===== src/design/dafs_pkg.sv =====
// Shared types, codes and reset values for the arming and failsafe sequencer.
package dafs_pkg;

  localparam logic [2:0] MODE_IDLE     = 3'd0;
  localparam logic [2:0] MODE_ARMING   = 3'd1;
  localparam logic [2:0] MODE_ARMED    = 3'd2;
  localparam logic [2:0] MODE_FLYING   = 3'd3;
  localparam logic [2:0] MODE_FAILSAFE = 3'd4;
  localparam logic [2:0] MODE_LANDING  = 3'd5;
  localparam logic [2:0] MODE_ERROR    = 3'd6;

  localparam logic [1:0] CMD_KEEP = 2'd0;
  localparam logic [1:0] CMD_SET  = 2'd1;
  localparam logic [1:0] CMD_MIX  = 2'd2;

  localparam logic [2:0] REG_ARM_HOLD     = 3'd0;
  localparam logic [2:0] REG_LINK_TIMEOUT = 3'd1;
  localparam logic [2:0] REG_RAMP_STEP_MS = 3'd2;
  localparam logic [2:0] REG_RAMP_STEP_PC = 3'd3;
  localparam logic [2:0] REG_FLY_THRESH   = 3'd4;
  localparam logic [2:0] REG_HOLD_PCT     = 3'd5;

  localparam logic [6:0] PCT_MAX = 7'd100;

  typedef enum logic [6:0] {
    ST_IDLE     = 7'b0000001,
    ST_ARMING   = 7'b0000010,
    ST_ARMED    = 7'b0000100,
    ST_FLYING   = 7'b0001000,
    ST_FAILSAFE = 7'b0010000,
    ST_LANDING  = 7'b0100000,
    ST_ERROR    = 7'b1000000
  } mode_t;

  typedef struct packed {
    logic [15:0] arm_hold_ms;
    logic [15:0] link_loss_timeout_ms;
    logic [15:0] ramp_step_ms;
    logic [6:0]  ramp_step_pct;
    logic [9:0]  fly_threshold;
    logic [6:0]  hold_pct;
  } cfg_t;

  localparam cfg_t CFG_RESET = '{
    arm_hold_ms:          16'd500,
    link_loss_timeout_ms: 16'd2000,
    ramp_step_ms:         16'd200,
    ramp_step_pct:        7'd2,
    fly_threshold:        10'd50,
    hold_pct:             7'd25
  };

  typedef struct packed {
    mode_t       mode;
    logic [31:0] entry_time;
    logic [6:0]  ramp_level;
    logic [31:0] ramp_time;
  } state_t;

  typedef struct packed {
    logic        link_active;
    logic [9:0]  throttle;
    logic [31:0] now_ms;
    logic        hw_fault;
  } tick_t;

  typedef struct packed {
    logic [2:0] mode;
    logic [1:0] motor_cmd;
    logic [6:0] motor_pct;
  } res_t;

  function automatic logic [2:0] mode_code(mode_t m);
    logic [2:0] c;
    case (m)
      ST_IDLE:     c = MODE_IDLE;
      ST_ARMING:   c = MODE_ARMING;
      ST_ARMED:    c = MODE_ARMED;
      ST_FLYING:   c = MODE_FLYING;
      ST_FAILSAFE: c = MODE_FAILSAFE;
      ST_LANDING:  c = MODE_LANDING;
      default:     c = MODE_ERROR;
    endcase
    return c;
  endfunction

endpackage


===== src/design/dafs_if.sv =====
// Valid/ready channel interfaces for ticks and results.
interface dafs_tick_if;
  logic        valid;
  logic        ready;
  logic        link_active;
  logic [9:0]  throttle;
  logic [31:0] now_ms;
  logic        hw_fault;

  modport source (output valid, link_active, throttle, now_ms, hw_fault, input ready);
  modport sink   (input valid, link_active, throttle, now_ms, hw_fault, output ready);
endinterface

interface dafs_res_if;
  logic       valid;
  logic       ready;
  logic [2:0] mode;
  logic [1:0] motor_cmd;
  logic [6:0] motor_pct;

  modport source (output valid, mode, motor_cmd, motor_pct, input ready);
  modport sink   (input valid, mode, motor_cmd, motor_pct, output ready);
endinterface


===== src/design/dafs_step.sv =====
// Next-state and result logic for one tick of the sequencer.
module dafs_step
  import dafs_pkg::*;
(
  input  cfg_t   cfg,
  input  state_t st,
  input  tick_t  tk,
  output state_t nxt,
  output res_t   res
);

  logic [31:0] elapsed;
  logic [31:0] since_step;
  logic [6:0]  hold_eff;
  logic [6:0]  step;
  logic        arm_ok;
  mode_t       cur;

  assign elapsed    = tk.now_ms - st.entry_time;
  assign since_step = tk.now_ms - st.ramp_time;
  assign hold_eff   = (cfg.hold_pct > PCT_MAX) ? PCT_MAX : cfg.hold_pct;
  assign step       = (cfg.ramp_step_pct == 7'd0) ? 7'd1 : cfg.ramp_step_pct;
  assign arm_ok     = tk.link_active && (tk.throttle == 10'd0);

  always_comb begin
    nxt           = st;
    res.motor_cmd = CMD_KEEP;
    res.motor_pct = 7'd0;
    cur           = st.mode;
    if (tk.hw_fault && st.mode != ST_ERROR) begin
      cur            = ST_ERROR;
      nxt.mode       = ST_ERROR;
      nxt.entry_time = tk.now_ms;
    end
    case (cur)
      ST_IDLE: begin
        res.motor_cmd = CMD_SET;
        if (arm_ok) begin
          nxt.mode       = ST_ARMING;
          nxt.entry_time = tk.now_ms;
        end
      end
      ST_ARMING: begin
        res.motor_cmd = CMD_SET;
        if (!arm_ok) begin
          nxt.mode       = ST_IDLE;
          nxt.entry_time = tk.now_ms;
        end else if (elapsed >= {16'd0, cfg.arm_hold_ms}) begin
          nxt.mode       = ST_ARMED;
          nxt.entry_time = tk.now_ms;
        end
      end
      ST_ARMED: begin
        res.motor_cmd = CMD_SET;
        if (!tk.link_active) begin
          nxt.mode       = ST_IDLE;
          nxt.entry_time = tk.now_ms;
        end else if (tk.throttle > cfg.fly_threshold) begin
          nxt.mode       = ST_FLYING;
          nxt.entry_time = tk.now_ms;
        end
      end
      ST_FLYING: begin
        if (!tk.link_active) begin
          nxt.mode       = ST_FAILSAFE;
          nxt.entry_time = tk.now_ms;
        end else if (tk.throttle == 10'd0) begin
          res.motor_cmd  = CMD_SET;
          nxt.mode       = ST_ARMED;
          nxt.entry_time = tk.now_ms;
        end else begin
          res.motor_cmd = CMD_MIX;
        end
      end
      ST_FAILSAFE: begin
        if (tk.link_active) begin
          nxt.mode       = ST_FLYING;
          nxt.entry_time = tk.now_ms;
        end else if (elapsed >= {16'd0, cfg.link_loss_timeout_ms}) begin
          nxt.ramp_level = hold_eff;
          nxt.ramp_time  = tk.now_ms;
          nxt.mode       = ST_LANDING;
          nxt.entry_time = tk.now_ms;
        end else begin
          res.motor_cmd = CMD_SET;
          res.motor_pct = hold_eff;
        end
      end
      ST_LANDING: begin
        if (st.ramp_level == 7'd0) begin
          res.motor_cmd  = CMD_SET;
          nxt.mode       = ST_IDLE;
          nxt.entry_time = tk.now_ms;
        end else if (since_step >= {16'd0, cfg.ramp_step_ms}) begin
          nxt.ramp_level = (st.ramp_level > step) ? (st.ramp_level - step) : 7'd0;
          res.motor_cmd  = CMD_SET;
          res.motor_pct  = nxt.ramp_level;
          nxt.ramp_time  = tk.now_ms;
        end
      end
      default: begin
        nxt.mode      = ST_ERROR;
        res.motor_cmd = CMD_SET;
      end
    endcase
    res.mode = mode_code(nxt.mode);
  end

endmodule


===== src/design/drone_arming_failsafe_fsm.sv =====
// Flight safety sequencer top level: arming, failsafe, landing ramp and fault lock.
// Takes one tick request per clock while the result side does not stall and gives one result
// per tick, valid once the tick has passed the input register and then the result register.
// The mode, entry time and ramp state update with the result register, so back-to-back ticks
// see each other's effects without stalls; the only stalls come from the result side.
// The user writes registers only while the block is idle (unenforced); they reset to defaults.
module drone_arming_failsafe_fsm
  import dafs_pkg::*;
(
  input  logic         clk,
  input  logic         rst,
  dafs_tick_if.sink    tick,
  dafs_res_if.source   result,
  input  logic         cfg_we,
  input  logic [2:0]   cfg_index,
  input  logic [15:0]  cfg_data
);

  cfg_t   cfg;
  state_t st;
  state_t st_next;
  tick_t  t_data;
  logic   t_valid;
  res_t   r_data;
  res_t   r_next;
  logic   r_valid;
  logic   advance;

  assign advance    = t_valid && (!r_valid || result.ready);
  assign tick.ready = !t_valid || advance;

  always_ff @(posedge clk) begin
    if (rst) begin
      cfg <= CFG_RESET;
    end else if (cfg_we) begin
      case (cfg_index)
        REG_ARM_HOLD:     cfg.arm_hold_ms          <= cfg_data;
        REG_LINK_TIMEOUT: cfg.link_loss_timeout_ms <= cfg_data;
        REG_RAMP_STEP_MS: cfg.ramp_step_ms         <= cfg_data;
        REG_RAMP_STEP_PC: cfg.ramp_step_pct        <= cfg_data[6:0];
        REG_FLY_THRESH:   cfg.fly_threshold        <= cfg_data[9:0];
        REG_HOLD_PCT:     cfg.hold_pct             <= cfg_data[6:0];
        default: ;
      endcase
    end
  end

  always_ff @(posedge clk) begin
    if (tick.valid && tick.ready) begin
      t_data <= '{link_active: tick.link_active, throttle: tick.throttle,
                  now_ms: tick.now_ms, hw_fault: tick.hw_fault};
    end
    if (advance) begin
      r_data <= r_next;
    end
  end

  always_ff @(posedge clk) begin
    if (rst) begin
      t_valid <= 1'b0;
      r_valid <= 1'b0;
      st      <= '{mode: ST_IDLE, entry_time: 32'd0, ramp_level: 7'd0, ramp_time: 32'd0};
    end else begin
      if (tick.ready) begin
        t_valid <= tick.valid;
      end
      if (advance) begin
        r_valid <= 1'b1;
        st      <= st_next;
      end else if (result.ready) begin
        r_valid <= 1'b0;
      end
    end
  end

  dafs_step u_step (
    .cfg (cfg),
    .st  (st),
    .tk  (t_data),
    .nxt (st_next),
    .res (r_next)
  );

  assign result.valid     = r_valid;
  assign result.mode      = r_data.mode;
  assign result.motor_cmd = r_data.motor_cmd;
  assign result.motor_pct = r_data.motor_pct;

  a_error_sticky: assert property (@(posedge clk) disable iff (rst)
    st.mode == ST_ERROR |=> st.mode == ST_ERROR)
    else $error("error mode left without reset");

  a_fault_reports_error: assert property (@(posedge clk) disable iff (rst)
    advance && t_data.hw_fault |=> result.valid && result.mode == MODE_ERROR)
    else $error("fault tick did not report error");

  a_pct_only_with_set: assert property (@(posedge clk) disable iff (rst)
    result.valid && result.motor_cmd != CMD_SET |-> result.motor_pct == 7'd0)
    else $error("motor percent set without set command");

  a_ramp_in_range: assert property (@(posedge clk) disable iff (rst)
    st.ramp_level <= PCT_MAX)
    else $error("ramp level above full scale");

  a_state_holds_when_stalled: assert property (@(posedge clk) disable iff (rst)
    !advance |=> $stable(st))
    else $error("state changed without a tick");

endmodule


===== src/flat_wrapper.sv =====
// flat-port wrapper written by rule: the top's interface ports become plain ports
module drone_arming_failsafe_fsm_flat import dafs_pkg::*;
  (clk, rst, cfg_we, cfg_index, cfg_data, tick_valid, tick_link_active, tick_throttle, tick_now_ms, tick_hw_fault, tick_ready, result_valid, result_mode, result_motor_cmd, result_motor_pct, result_ready);
  dafs_tick_if tick_i ();
  dafs_res_if result_i ();
  input  logic clk;
  input  logic rst;
  input  logic cfg_we;
  input  logic [2:0] cfg_index;
  input  logic [15:0] cfg_data;
  input wire logic [$bits(tick_i.valid)-1:0] tick_valid;
  input wire logic [$bits(tick_i.link_active)-1:0] tick_link_active;
  input wire logic [$bits(tick_i.throttle)-1:0] tick_throttle;
  input wire logic [$bits(tick_i.now_ms)-1:0] tick_now_ms;
  input wire logic [$bits(tick_i.hw_fault)-1:0] tick_hw_fault;
  output wire logic [$bits(tick_i.ready)-1:0] tick_ready;
  output wire logic [$bits(result_i.valid)-1:0] result_valid;
  output wire logic [$bits(result_i.mode)-1:0] result_mode;
  output wire logic [$bits(result_i.motor_cmd)-1:0] result_motor_cmd;
  output wire logic [$bits(result_i.motor_pct)-1:0] result_motor_pct;
  input wire logic [$bits(result_i.ready)-1:0] result_ready;
  assign tick_i.valid = tick_valid;
  assign tick_i.link_active = tick_link_active;
  assign tick_i.throttle = tick_throttle;
  assign tick_i.now_ms = tick_now_ms;
  assign tick_i.hw_fault = tick_hw_fault;
  assign tick_ready = tick_i.ready;
  assign result_valid = result_i.valid;
  assign result_mode = result_i.mode;
  assign result_motor_cmd = result_i.motor_cmd;
  assign result_motor_pct = result_i.motor_pct;
  assign result_i.ready = result_ready;
  drone_arming_failsafe_fsm u_core (.clk(clk), .rst(rst), .tick(tick_i), .result(result_i), .cfg_we(cfg_we), .cfg_index(cfg_index), .cfg_data(cfg_data));
endmodule

===== config.mk =====
export PLATFORM = sky130hd
export DESIGN_NAME = drone_arming_failsafe_fsm_flat
export DESIGN_NICKNAME = d
export VERILOG_FILES = /design/src/design/dafs_pkg.sv /design/src/design/dafs_if.sv /design/src/design/dafs_step.sv /design/src/design/drone_arming_failsafe_fsm.sv /design/src/flat_wrapper.sv
export SDC_FILE = /design/constraint.sdc
export NUM_CORES = 1
export LEC_CHECK = 0
export BUFFER_PORTS_ARGS = -buffer_cell sky130_fd_sc_hd__clkbuf_2
export CAP_MARGIN = 10
export CELL_PAD_IN_SITES_DETAIL_PLACEMENT = 1
export CELL_PAD_IN_SITES_GLOBAL_PLACEMENT = 1
export CORE_MARGIN = 1.5
export CORE_UTILIZATION = 45
export DETAILED_ROUTE_END_ITERATION = 8
export HOLD_SLACK_MARGIN = 0.05
export PLACE_DENSITY_LB_ADDON = 0.1
export REMOVE_ABC_BUFFERS = 1
export SYNTH_ARGS = -nofsm -noshare
export SYNTH_HDL_FRONTEND = slang
export SYNTH_SLANG_ARGS = --single-unit

===== constraint.sdc =====
create_clock -name clk -period 13.7 [get_ports clk]
set_input_delay 3.425 -clock clk [delete_from_list [all_inputs] [get_ports clk]]
set_output_delay 3.425 -clock clk [all_outputs]
set_load 0.01 [all_outputs]

==> results.txt <==
- The flow ran to the end, and the final reports show no timing, DRC or antenna violations.
* Hpwl dp: between 20000 and 30000 um
* Cell type contributing the most total cell area after synthesis: sky130_fd_sc_hd__dfxtp_1
- The post-route netlist has a little under a tenth of its cells at a drive strength greater than 1.
- The worst setup path is captured at a primary output.
- On the final layout, the worst clock skew is 0.0294 ns.
- From left edge to right edge, the die measures between 150 and 200 um.
* Resized Gates After CTS: 0
- Counting every sink on the clock net gives 208.
- Counting stages on the worst path, the most repeated cell is sky130_fd_sc_hd__clkbuf_2.
* Maximum level of the CTS H-tree: 1
- The die covers 31300 um^2.
- Total number of vias: approximately 12000
- Global routing consumed, over all layers together, 25.8% of the routing resources.
- Cells after Synth: 1608
- Timing would allow up to 0.135 GHz.
- Post-DR wirelength/cell: 19.2 um
- The worst register-to-register path begins at u_core.t_data[1]$_DFFE_PP_.
- Entering global routing, the biggest net connects 74 pins.
* Grt ovf: 0
- The finished layout holds 2082 standard cells, fillers aside.
* Number of failing hold endpoints at the final stage: 0
- In this design, the largest share of critical-path delay is due to simple AND/OR/NAND/NOR gates.
- Cts-stage hold buffer count: 0
- Port buffering added 81 buffers.
* FP Rows: 63
- Synth top area cells: sky130_fd_sc_hd__dfxtp_1, sky130_fd_sc_hd__edfxtp_1, sky130_fd_sc_hd__ha_1
- Initial cell density of the core: 45.8%
- Number of nets still failing antenna checks after routing: 0
- Detailed Route Iter0 Violations: 640
- In this design, the stage delay of the slowest critical-path cell is ~0.24 ns.
- The core region is 29700 um^2.
* First-pass iteration count of the detailed router: 4
* Post-synthesis cell type count: 82
- Antenna diode count: 0
- Setup TNS: 0 ns
* Post-synthesis async set-or-reset flop share: 0%
* Reg2Reg Capture Point: u_core.st[21]$_SDFFE_PP0P_
- STA classifies the critical path startpoint as an input port.
* Post-Place Cells: approximately 2000
* Worst-Margin Slew: 1.17 ns
- Setup ws final: approximately 6.3 ns
- Clock-pin slew was measured on the worst setup and hold paths at approximately 0.060 ns.
* Filler cell count: 3580
- Worst hold endpoint: u_core.cfg[35]$_SDFFE_PP0P_
- Number of synthesized register bits: 208
- Max_slew headroom: a little over a fifth
- Across the VDD grid, the largest voltage drop is about 100 uV.
* Share of synthesized area occupied by flip-flops and latches: a little over a third
* Top-level I/O count: between 80 and 90
- Dividing total power by cell area gives a power density of around 110 nW/um^2.
* Global-route wire length before repair: 64700 um
- The worst path uses around 54% of the clock period.
- Yosys top cell area share: between 20 and 25%
- The clock reaches the later pin of the worst-skew pair after between 0.5 and 0.6 ns.
- Worst endpoint required time: roughly 10 ns
* MaxCap Viol Count: 0
- Cell-by-cell trace of the critical path: clkbuf_2, nor2b_1, nand2_1, clkbuf_2
- Finish-stage setup viols: 0
- WHS Path Cells: 2
- After detailed routing, the total wire length is between 30000 and 40000 um.
* Max Fanout on Critical Path: 4
- Start point of the worst min-delay path: u_core.cfg[35]$_SDFFE_PP0P_
- Antenna violations before repair: 0
* Slowest stage cell, crit path: sky130_fd_sc_hd__nor2b_1
- The floorplan step set the die height to 177 um.
- Final number of max-transition violations: 0
- TritonCTS created 26 clock buffers.
* R2R setup slack: roughly 6.8 ns
- TritonCTS built the clock tree.
* Crit path arrival time: 3.98 ns
- The root buffer cell chosen for the clock tree is sky130_fd_sc_hd__clkbuf_16.
- Mean Syn Cell Area: approximately 8.5 um^2
* Via count of the first global-routing pass: 12200
- Synthesized area: 13600 um^2
- Longest Clk Path Bufs: 3
- After detailed routing, the number of vias per cell comes to 5.68.
- Counting I/O delays and the setup requirement, the final critical path takes roughly 7.4 ns.
- Summed over all cells, the static leakage comes to roughly 6.3 nW.
- Crit. path cell count: 4
- Area Growth Syn to Fin: 11.8%
- The min-delay analysis places its worst path in the category register to register.
- In the routed design, unresolved DRC markers number 0.
- For this run, the leading register cell type out of synthesis is sky130_fd_sc_hd__dfxtp_1.
- Dpl ws: ~6.3 ns
- The number of cells on the worst reg-to-reg path is 22.
- The synthesized design contains 56 enable-type register cells.
* Nets: 1870
- Warning count from the yosys run: 0
- At the end of routability-driven placement, the weighted congestion stood at approximately 0.88.
- Unrepaired setup endpoints after global routing: false
- Together, buffers and inverters on the worst path number 2.
- The setup path with the least slack is of type input port to primary output.
- Once the clock tree was built, the setup fixing pass inserted 0 buffers.
[per-layer routing]
metal / up-vias / wire (um) / track usage, %
li1: 5808 / - / -
met1: 5812 / 19100 / 34.5
met2: 153 / 18800 / 44.3
met3: 48 / 1170 / 3.09
met4: 0 / 837 / 6.21
met5: - / 0 / 0
[area by class of cell]
| class | instances | area [um^2] | area share [%] |
|---|---|---|---|
| Sequential cell | 208 | 4720 | 31.0 |
| Timing Repair Buffer | 91 | 483 | 3.17 |
| Clock buffer | 41 | 777 | 5.10 |
| Inverter | 153 | 574 | 3.77 |
| Tap cell | 390 | 488 | 3.21 |
| Clock inverter | 7 | 88.8 | 0.584 |
| Multi-Input combinational cell | 1192 | 8090 | 53.1 |
[synth_stat cells, drive strengths merged (32+ instances only)]
master,number
nand2,198
inv,153
dfxtp,152
a21oi,144
ha,127
nor2,123
mux2i,61
edfxtp,56
o21ai,55
nand2b,46
clkbuf,41
nand3b,35
a21o,32
[worst max-delay path by stage]
stage                  to  slack [ns]    startpoint
2_1_floorplan  tick_ready        6.55  result_ready
3_3_place_gp   tick_ready        6.36  result_ready
3_5_place_dp   tick_ready        6.29  result_ready
4_1_cts        tick_ready        6.28  result_ready
5_1_grt        tick_ready        6.23  result_ready
6_report       tick_ready        6.29  result_ready
[stage by stage]
| stage | utilization, % | instance area (um^2) | power [W] | hold WS (ns) |
|---|---|---|---|---|
| detailed placement | 48.3 | 14400 | 0.000979 | 0.449 |
| global placement | 48.3 | 14400 | 0.000970 | 0.444 |
| finish | 51.2 | 15200 | 0.00166 | 0.456 |
| CTS | 51.2 | 15200 | 0.00168 | 0.458 |
| global route | 51.2 | 15200 | 0.00174 | 0.473 |
| floorplan | - | 13400 | 0.000877 | 0.430 |
[flip-flops by register name, indices dropped and copies added, names as in the netlist]
name                     count
u_core.t_data               44
u_core.result.motor_cmd      2
u_core.st                   78
u_core.t_valid               1
u_core.result.valid          1
u_core.result.motor_pct      7
u_core.result.mode           3
u_core.cfg                  72
[tightest hold or removal path, stage by stage (launching register included)]
cell	delay, ns
sky130_fd_sc_hd__dfxtp_1	0.31
sky130_fd_sc_hd__nand2_1	0.05
sky130_fd_sc_hd__a21oi_1	0.05
[cell families (layout without fill, tap and decap cells)]
family,count (synthesis),in the layout,synth area share (%)
buf+inv,208,292,6.00
mux,68,68,5.07
fa+ha+maj,130,130,12.1
flops,208,208,34.7
simple gates,555,555,20.0
xor+xnor,47,47,3.02
compound gates,392,392,19.0
[report_power, final]
| part | leakage, nW | switching (W) | internal [W] |
|---|---|---|---|
| Clock | 0.426 | 0.000283 | 0.000409 |
| Combinational | 4.11 | 0.000184 | 0.000116 |
| Sequential | 1.77 | 0.0000175 | 0.000652 |
| Total | 6.31 | 0.000485 | 0.00118 |
[cell usage in the layout (no fill, tap or decap), types with 8 or more instances in the layout]
cell type and instances:
sky130_fd_sc_hd__mux2i_1 61, sky130_fd_sc_hd__nor2b_1 22, sky130_fd_sc_hd__a31oi_1 9, sky130_fd_sc_hd__nor4_1 16, sky130_fd_sc_hd__nand2b_1 46, sky130_fd_sc_hd__a211oi_1 15
sky130_fd_sc_hd__edfxtp_1 56, sky130_fd_sc_hd__nand3_1 14, sky130_fd_sc_hd__o211ai_1 8, sky130_fd_sc_hd__nand4_1 25, sky130_fd_sc_hd__o21ai_0 51, sky130_fd_sc_hd__dfxtp_1 152
sky130_fd_sc_hd__a211o_1 26, sky130_fd_sc_hd__xnor2_1 31, sky130_fd_sc_hd__nand3b_1 35, sky130_fd_sc_hd__clkbuf_1 8, sky130_fd_sc_hd__xor2_1 16, sky130_fd_sc_hd__a21o_1 32
sky130_fd_sc_hd__a22o_1 10, sky130_fd_sc_hd__a21oi_1 144, sky130_fd_sc_hd__nor2_1 123, sky130_fd_sc_hd__ha_1 127, sky130_fd_sc_hd__clkbuf_2 80, sky130_fd_sc_hd__inv_1 153
sky130_fd_sc_hd__buf_4 11, sky130_fd_sc_hd__nand2_1 198, sky130_fd_sc_hd__o21a_1 21, sky130_fd_sc_hd__clkbuf_16 26, sky130_fd_sc_hd__nor3_1 25
No activity file was read; power rests on OpenSTA's default activity.
